--- config.mk ---
export PLATFORM = sky130hd
export DESIGN_NAME = button_press_confirm_debouncer
export DESIGN_NICKNAME = d
export VERILOG_FILES = /design/src/rtl/bpcd_pkg.sv /design/src/rtl/bpcd_lane.sv /design/src/rtl/bpcd_merge.sv /design/src/rtl/button_press_confirm_debouncer.sv
export SDC_FILE = /design/constraint.sdc
export NUM_CORES = 1
export LEC_CHECK = 0
export BUFFER_PORTS_ARGS = -buffer_cell sky130_fd_sc_hd__buf_4
export CAP_MARGIN = 20
export CELL_PAD_IN_SITES_DETAIL_PLACEMENT = 0
export CELL_PAD_IN_SITES_GLOBAL_PLACEMENT = 2
export CORE_ASPECT_RATIO = 2
export CORE_UTILIZATION = 35
export DETAILED_ROUTE_END_ITERATION = 8
export PLACE_DENSITY = 0.9
export SYNTH_ARGS = -nofsm -noshare
export SYNTH_HDL_FRONTEND = slang
export SYNTH_SLANG_ARGS = --single-unit
--- constraint.sdc ---
create_clock -name clk_i -period 4.19 [get_ports clk_i]
set_input_delay 0.838 -clock clk_i [delete_from_list [all_inputs] [get_ports clk_i]]
set_output_delay 0.838 -clock clk_i [all_outputs]
set_load 0.02 [all_outputs]
--- src/rtl/bpcd_pkg.sv ---
`timescale 1ns / 1ps
// ----------------------------------------------------------------------------
// bpcd_pkg
// Shared constants and types of the button press confirm debouncer.
// ----------------------------------------------------------------------------
package bpcd_pkg;

  // Sizes of the block.
  localparam int unsigned NUM_BUTTONS   = 3;
  localparam int unsigned LEVEL_FIELDS  = 3;
  localparam int unsigned COUNT_WIDTH   = 8;
  localparam int unsigned TIMER_WIDTH   = 16;
  localparam int unsigned SEL_WIDTH     = 2;
  localparam int unsigned MASK_WIDTH    = 3;

  // Stream widths, padded to whole bytes.
  localparam int unsigned IN_DATA_WIDTH  = 8;
  localparam int unsigned OUT_DATA_WIDTH = 16;

  // Configuration port.
  localparam int unsigned APB_ADDR_WIDTH = 3;
  localparam int unsigned APB_DATA_WIDTH = 32;

  // Reset value of the confirm time.
  localparam logic [TIMER_WIDTH-1:0] CONFIRM_RESET = TIMER_WIDTH'(30);

  // Kind of an input item.
  typedef enum logic {
    KIND_TICK = 1'b0,
    KIND_TAKE = 1'b1
  } kind_e;

  // Register index, taken from address bit 2.
  typedef enum logic {
    REG_CONFIRM_TICKS   = 1'b0,
    REG_ACTIVE_LOW_MASK = 1'b1
  } reg_idx_e;

  // Per-lane control for one accepted item.
  typedef struct packed {
    logic tick;
    logic take;
    logic active;
  } lane_ctrl_t;

endpackage

--- src/rtl/bpcd_lane.sv ---
`timescale 1ns / 1ps
// ----------------------------------------------------------------------------
// bpcd_lane
// Debounce and press-confirm core of one button, with its saturating count.
// ----------------------------------------------------------------------------
module bpcd_lane (
  input  logic                                clk_i,
  input  logic                                rst_ni,
  input  bpcd_pkg::lane_ctrl_t                ctrl_i,
  input  logic [bpcd_pkg::TIMER_WIDTH-1:0]    load_i,
  output logic [bpcd_pkg::COUNT_WIDTH-1:0]    count_o
);
  import bpcd_pkg::*;

  logic                   last_q, last_d;
  logic                   await_q, await_d;
  logic                   run_q, run_d;
  logic [TIMER_WIDTH-1:0] cd_q, cd_d;
  logic [COUNT_WIDTH-1:0] cnt_q, cnt_d;
  logic [TIMER_WIDTH-1:0] cd_dec;

  assign cd_dec = cd_q - TIMER_WIDTH'(1);

  // Edge check first; without an edge a running countdown steps and may expire.
  always_comb begin
    last_d  = last_q;
    await_d = await_q;
    run_d   = run_q;
    cd_d    = cd_q;
    cnt_d   = cnt_q;
    if (ctrl_i.tick) begin
      if (ctrl_i.active != last_q) begin
        last_d = ctrl_i.active;
        if (!(ctrl_i.active && await_q)) begin
          cd_d  = load_i;
          run_d = 1'b1;
        end
      end else if (run_q) begin
        cd_d = cd_dec;
        if (cd_dec == '0) begin
          run_d = 1'b0;
          if (!ctrl_i.active) begin
            await_d = 1'b0;
          end else if (!await_q) begin
            await_d = 1'b1;
            if (cnt_q != '1) begin
              cnt_d = cnt_q + COUNT_WIDTH'(1);
            end
          end
        end
      end
    end
    // A take of this button clears its count.
    if (ctrl_i.take) begin
      cnt_d = '0;
    end
  end

  // State registers.
  always_ff @(posedge clk_i or negedge rst_ni) begin
    if (!rst_ni) begin
      last_q  <= 1'b0;
      await_q <= 1'b0;
      run_q   <= 1'b0;
      cd_q    <= '0;
      cnt_q   <= '0;
    end else begin
      last_q  <= last_d;
      await_q <= await_d;
      run_q   <= run_d;
      cd_q    <= cd_d;
      cnt_q   <= cnt_d;
    end
  end

  assign count_o = cnt_q;

endmodule

--- src/rtl/bpcd_merge.sv ---
`timescale 1ns / 1ps
// ----------------------------------------------------------------------------
// bpcd_merge
// Picks the selected lane's count on a take and holds it in the output
// register until the downstream side takes it.
// ----------------------------------------------------------------------------
module bpcd_merge (
  input  logic                                                 clk_i,
  input  logic                                                 rst_ni,
  input  logic [bpcd_pkg::NUM_BUTTONS-1:0][bpcd_pkg::COUNT_WIDTH-1:0] counts_i,
  input  logic                                                 take_i,
  input  logic [bpcd_pkg::SEL_WIDTH-1:0]                       select_i,
  input  logic                                                 out_ready_i,
  output logic                                                 in_ready_o,
  output logic                                                 out_valid_o,
  output logic [bpcd_pkg::COUNT_WIDTH-1:0]                     out_count_o,
  output logic [bpcd_pkg::SEL_WIDTH-1:0]                       out_echo_o
);
  import bpcd_pkg::*;

  logic                   valid_q, valid_d;
  logic [COUNT_WIDTH-1:0] count_q, count_d;
  logic [SEL_WIDTH-1:0]   echo_q, echo_d;
  logic [COUNT_WIDTH-1:0] picked;

  // A select past the last button reads as zero.
  always_comb begin
    picked = '0;
    for (int unsigned b = 0; b < NUM_BUTTONS; b++) begin
      if (select_i == SEL_WIDTH'(b)) begin
        picked = counts_i[b];
      end
    end
  end

  // The output register frees up whenever its item is taken.
  assign in_ready_o = !valid_q || out_ready_i;

  always_comb begin
    valid_d = valid_q;
    count_d = count_q;
    echo_d  = echo_q;
    if (in_ready_o) begin
      valid_d = take_i;
      if (take_i) begin
        count_d = picked;
        echo_d  = select_i;
      end
    end
  end

  always_ff @(posedge clk_i or negedge rst_ni) begin
    if (!rst_ni) begin
      valid_q <= 1'b0;
    end else begin
      valid_q <= valid_d;
    end
  end

  // Payload needs no reset.
  always_ff @(posedge clk_i) begin
    count_q <= count_d;
    echo_q  <= echo_d;
  end

  assign out_valid_o = valid_q;
  assign out_count_o = count_q;
  assign out_echo_o  = echo_q;

endmodule

--- src/rtl/button_press_confirm_debouncer.sv ---
`timescale 1ns / 1ps
// Results: a take item's result is registered and shown on the master side in
// the cycle after the item is accepted; tick items give no result.
// Throughput: one item per cycle; the single output register stalls input
// only while its result waits on a low m_axis_tready.
// Reset: asynchronous, active low; counts, timers and flags clear, confirm
// time returns to 30 ticks and the polarity mask to zero.
// ----------------------------------------------------------------------------
// button_press_confirm_debouncer
// Three button debouncer with press confirmation, one lane per button and a
// merging stage that returns one button's count on a take.
// ----------------------------------------------------------------------------
module button_press_confirm_debouncer (
  input  logic                                   clk_i,
  input  logic                                   rst_ni,
  // Input stream.
  input  logic                                   s_axis_tvalid,
  output logic                                   s_axis_tready,
  // [0] level_power, [1] level_left, [2] level_right, [4:3] button_select
  input  logic [bpcd_pkg::IN_DATA_WIDTH-1:0]     s_axis_tdata,
  // [0] kind
  input  logic                                   s_axis_tuser,
  // Output stream.
  output logic                                   m_axis_tvalid,
  input  logic                                   m_axis_tready,
  // [7:0] event_count, [9:8] button_echo
  output logic [bpcd_pkg::OUT_DATA_WIDTH-1:0]    m_axis_tdata,
  // Configuration port.
  input  logic                                   psel,
  input  logic                                   penable,
  input  logic                                   pwrite,
  input  logic [bpcd_pkg::APB_ADDR_WIDTH-1:0]    paddr,
  input  logic [bpcd_pkg::APB_DATA_WIDTH-1:0]    pwdata,
  output logic [bpcd_pkg::APB_DATA_WIDTH-1:0]    prdata,
  output logic                                   pready
);
  import bpcd_pkg::*;

  logic [TIMER_WIDTH-1:0] confirm_q, confirm_d;
  logic [MASK_WIDTH-1:0]  mask_q, mask_d;
  logic                   cfg_wr;
  reg_idx_e               reg_idx;

  logic                   accept;
  logic                   is_take;
  logic [LEVEL_FIELDS-1:0] raw_levels;
  logic [SEL_WIDTH-1:0]   select;
  logic [TIMER_WIDTH-1:0] load;
  logic [NUM_BUTTONS-1:0][COUNT_WIDTH-1:0] counts;
  logic [COUNT_WIDTH-1:0] out_count;
  logic [SEL_WIDTH-1:0]   out_echo;

  // Configuration registers.
  assign pready  = 1'b1;
  assign reg_idx = reg_idx_e'(paddr[2]);
  assign cfg_wr  = psel && penable && pwrite && pready;

  always_comb begin
    confirm_d = confirm_q;
    mask_d    = mask_q;
    if (cfg_wr) begin
      unique case (reg_idx)
        REG_CONFIRM_TICKS:   confirm_d = pwdata[TIMER_WIDTH-1:0];
        REG_ACTIVE_LOW_MASK: mask_d    = pwdata[MASK_WIDTH-1:0];
        default:             confirm_d = confirm_q;
      endcase
    end
  end

  always_ff @(posedge clk_i or negedge rst_ni) begin
    if (!rst_ni) begin
      confirm_q <= CONFIRM_RESET;
      mask_q    <= '0;
    end else begin
      confirm_q <= confirm_d;
      mask_q    <= mask_d;
    end
  end

  // Register read-back.
  always_comb begin
    unique case (reg_idx)
      REG_CONFIRM_TICKS:   prdata = APB_DATA_WIDTH'(confirm_q);
      REG_ACTIVE_LOW_MASK: prdata = APB_DATA_WIDTH'(mask_q);
      default:             prdata = '0;
    endcase
  end

  // Input item decode.
  assign accept     = s_axis_tvalid && s_axis_tready;
  assign is_take    = (kind_e'(s_axis_tuser) == KIND_TAKE);
  assign raw_levels = s_axis_tdata[LEVEL_FIELDS-1:0];
  assign select     = s_axis_tdata[LEVEL_FIELDS +: SEL_WIDTH];

  // A zero confirm time still waits one tick.
  assign load = (confirm_q == '0) ? TIMER_WIDTH'(1) : confirm_q;

  // One lane per button.
  for (genvar b = 0; b < NUM_BUTTONS; b++) begin : g_lane
    lane_ctrl_t ctrl;
    logic       raw;
    logic       inv;

    if (b < LEVEL_FIELDS) begin : g_pin
      assign raw = raw_levels[b];
      assign inv = mask_q[b];
    end else begin : g_nopin
      assign raw = 1'b0;
      assign inv = 1'b0;
    end

    assign ctrl.tick   = accept && !is_take;
    assign ctrl.take   = accept && is_take && (select == SEL_WIDTH'(b));
    assign ctrl.active = raw ^ inv;

    bpcd_lane u_lane (
      .clk_i   (clk_i),
      .rst_ni  (rst_ni),
      .ctrl_i  (ctrl),
      .load_i  (load),
      .count_o (counts[b])
    );
  end

  // Merge and output register.
  bpcd_merge u_merge (
    .clk_i       (clk_i),
    .rst_ni      (rst_ni),
    .counts_i    (counts),
    .take_i      (accept && is_take),
    .select_i    (select),
    .out_ready_i (m_axis_tready),
    .in_ready_o  (s_axis_tready),
    .out_valid_o (m_axis_tvalid),
    .out_count_o (out_count),
    .out_echo_o  (out_echo)
  );

  assign m_axis_tdata = OUT_DATA_WIDTH'({out_echo, out_count});

endmodule

==> results.cfg <==
[run_status]
status = complete, no violations

[cts]
cts_max_path_buffers = 2
post_cts_resized = 0
insertion_delay_ps = 360
cts_hold_buf = 0
htreeDepth = 3
path_clk_slew_ps = 80
tritoncts = done
post_cts_buffers = 0
root_buffer = clkbuf_16
cts_sinks = 111
cts_made_buffers = 9

[global_routing]
grt_pass1_vias = 5717
antenna_found_initial = 0
grt_max_degree = 55
grt_usage = 0.1989
grt_pass1_wl_um = 30750
overflow = 0

[timing]
rsz0062_at_grt = false
slew_viol_final = 0
worst_pin_slew_ps = 808.1
tns_ps = 0
fmax_mhz = 289.9
setup_viol = 0
skew_ps = 9.270
fin_hold_ws_ps = 494.3
finalHoldViolations = 0
maxSlewHeadroom = 0.4607
layout_setup_ws_ps = 740.4
timing.final.crit_share = 0.8233
min_period_ps = 3450

[min_path]
min_path_cells = 1
hp-class = flip-flop to flip-flop
hold_end = g_lane[0].u_lane.cd_q[14]$_DFFE_PN0P_
min_from = g_lane[0].u_lane.cd_q[14]$_DFFE_PN0P_

[place]
gp_congestion = 0.8681
io_buffers = 57
placed_area_um2 = 7505
hpwl_um = 14430
dp_slack_ps = 754.9

[synthesis]
yosys.cell_types.count = 69
ys_seq_elements = 111
syn-cell-area_um2 = 6895
synth-edff-count = 10
syn_inst = 801
synth_seq_area_share = 0.4108
ys.flop_type = dfrtp_1
avgSynthCellArea_um2 = 8.608
yosys_warnings = 0
async_flop_share = 0.9099

[routing]
drt_iter0_markers = 301
viasPerCell = 5.509
drt_wl_total_um = 19480
vias = 6065
drc_errors = 0
ant_nets = 0
drtPass1Iterations = 5
post_drt_wl_per_cell_um = 17.69

[job]
maxCapViolCount = 0

[floorplanning]
initial_core_util = 0.3577
die_w_um = 101.3
pin_count = 102
core_area_um2 = 19280
dieArea_um2 = 20300
die_h_um = 200.5
std_cell_rows = 72

[power_and_ir_drop]
p_per_area_nw_per_um2 = 568.1
leakage_uw = 0.003231
ir_worst_vdd_uv = 191.0
fin_total_pwr_uw = 4456

[critical_path]
r2r_cells = 9
cp.arrival_ps = 3730
critPathMaxStageDelay_ps = 580
reg2reg_to = g_lane[1].u_lane.count_o[2]$_DFFE_PN0P_
critical_path_class = flip-flop to flip-flop
crit_family = simple AND/OR/NAND/NOR gates
ff2ff_setup_slack_ps = 740
crit_buf_inv = 1
path_max_fanout = 10
required_ps = 4470
cp-start-kind = flip-flop
cpMaxStageDelayCell = or4b_1
cp-end-kind = flip-flop
worstPathCellList = inv_1, ha_1, or3b_4, or4_1, xnor2_1, nor2_1, or4b_1, or3_1, a21oi_1
regToRegStartpoint = g_lane[1].u_lane.cd_q[0]$_DFFE_PN0P_

[final_layout]
layout_common_cells = 97 x dfrtp_1, 79 x o21ai_0, 74 x nor2_1
fin_nets = 897
diodes = 0
drive_above_1_share = 0.1485
design_area_um2 = 7844
mostFrequentLayoutCell = dfrtp_1
area_growth_pct = 13.75
==> sequential cells by signal (all words and copies together) (netlist names) <==
register	cells
u_merge.out_echo_o	2
g_lane.u_lane.count_o	24
g_lane.u_lane.await_q	3
confirm_q	16
u_merge.out_count_o	8
g_lane.u_lane.run_q	3
u_merge.out_valid_o	1
mask_q	3
g_lane.u_lane.last_q	3
g_lane.u_lane.cd_q	48
==> metrics by stage <==
step | utilization | std cells
5_1_grt | 0.4069 | 1101
3_5_place_dp | 0.3893 | 1083
6_report | 0.4069 | 1101
3_3_place_gp | 0.3893 | 1083
2_1_floorplan | - | 822
4_1_cts | 0.4053 | 1099
==> final cells by class <==
type | count | area (µm²)
sequential | 111 | 2833
multi-input combinational | 620 | 3724
tap | 259 | 324.1
inverter | 23 | 86.33
clock buffer | 10 | 250.2
clock inverter | 6 | 58.81
timing repair buffer | 72 | 568.0
fill | 2017 | 11430
==> how the worst max path moves through the flow <==
stage | from | end | cells past startpoint
2_1_floorplan | g_lane[1].u_lane.cd_q[0]$_DFFE_PN0P_ | g_lane[1].u_lane.count_o[6]$_DFFE_PN0P_ | 12
3_5_place_dp | g_lane[1].u_lane.cd_q[0]$_DFFE_PN0P_ | g_lane[1].u_lane.count_o[2]$_DFFE_PN0P_ | 9
5_1_grt | g_lane[1].u_lane.cd_q[1]$_DFFE_PN0P_ | g_lane[1].u_lane.count_o[2]$_DFFE_PN0P_ | 9
3_3_place_gp | g_lane[1].u_lane.cd_q[0]$_DFFE_PN0P_ | g_lane[1].u_lane.count_o[6]$_DFFE_PN0P_ | 9
4_1_cts | g_lane[1].u_lane.cd_q[0]$_DFFE_PN0P_ | g_lane[1].u_lane.count_o[2]$_DFFE_PN0P_ | 9
6_report | g_lane[1].u_lane.cd_q[0]$_DFFE_PN0P_ | g_lane[1].u_lane.count_o[2]$_DFFE_PN0P_ | 9
==> power by group <==
part	internal [µW]	total (µW)	switching (µW)	leakage, µW
Combinational	707	1690	983	0.00174
Sequential	1370	1870	502	0.00134
Clock	455	898	443	0.000153
Total	2530	4460	1930	0.00323
==> cells in the mapped netlist (5+ instances only) <==
library cell | count | area share
dfrtp_1 | 97 | 0.35
o21ai_0 | 79 | 0.057
nor2_1 | 74 | 0.040
a21oi_1 | 73 | 0.053
nand2_1 | 58 | 0.032
clkbuf_1 | 38 | 0.021
nor3_1 | 32 | 0.023
nand3_1 | 30 | 0.022
buf_4 | 25 | 0.027
inv_1 | 23 | 0.013
mux2_2 | 22 | 0.036
xnor2_1 | 20 | 0.025
nor4_1 | 15 | 0.014
nor2b_1 | 14 | 0.013
nand4_1 | 12 | 0.011
mux2i_1 | 11 | 0.016
or3_1 | 11 | 0.010
edfxtp_1 | 10 | 0.044
o22ai_1 | 10 | 0.0091
and3_1 | 9 | 0.0082
ha_1 | 9 | 0.016
nand2b_1 | 8 | 0.0073
o211ai_1 | 8 | 0.0087
nor3b_1 | 7 | 0.0076
xor2_1 | 7 | 0.0089
a22oi_1 | 6 | 0.0065
or4_1 | 6 | 0.0065
a211oi_1 | 5 | 0.0054
a31oi_1 | 5 | 0.0045
o31ai_1 | 5 | 0.0054
==> metal layers <==
layer | track usage | routed length (µm) | vias up
li1 | - | - | 2942
met1 | 0.2206 | 7670 | 2959
met2 | 0.3754 | 10830 | 132
met3 | 0.01915 | 437 | 32
met4 | 0.08023 | 548 | 0
met5 | 0 | 0 | -
==> logic make-up (layout without fill, tap and decap cells) <==
kind of cell,Yosys count,after routing,synth area share
AO/OA/AOI/OAI,227,227,0.1934
XOR/XNOR,27,27,0.03430
adder cells (fa/ha/maj),9,9,0.01633
buffers and inverters,91,111,0.06460
flip-flops,111,111,0.4108
multiplexers,33,33,0.05190
other,2,23,0.001089
AND/OR/NAND/NOR,301,301,0.2275
==> worst reg2reg max path, stage by stage, from the launching register on <==
cell and delay [ps]:
dfrtp_1 510, inv_1 150, ha_1 340, or3b_4 470
or4_1 490, xnor2_1 190, nor2_1 140, or4b_1 580
or3_1 360, a21oi_1 150
(Power assumes the default switching activity.)
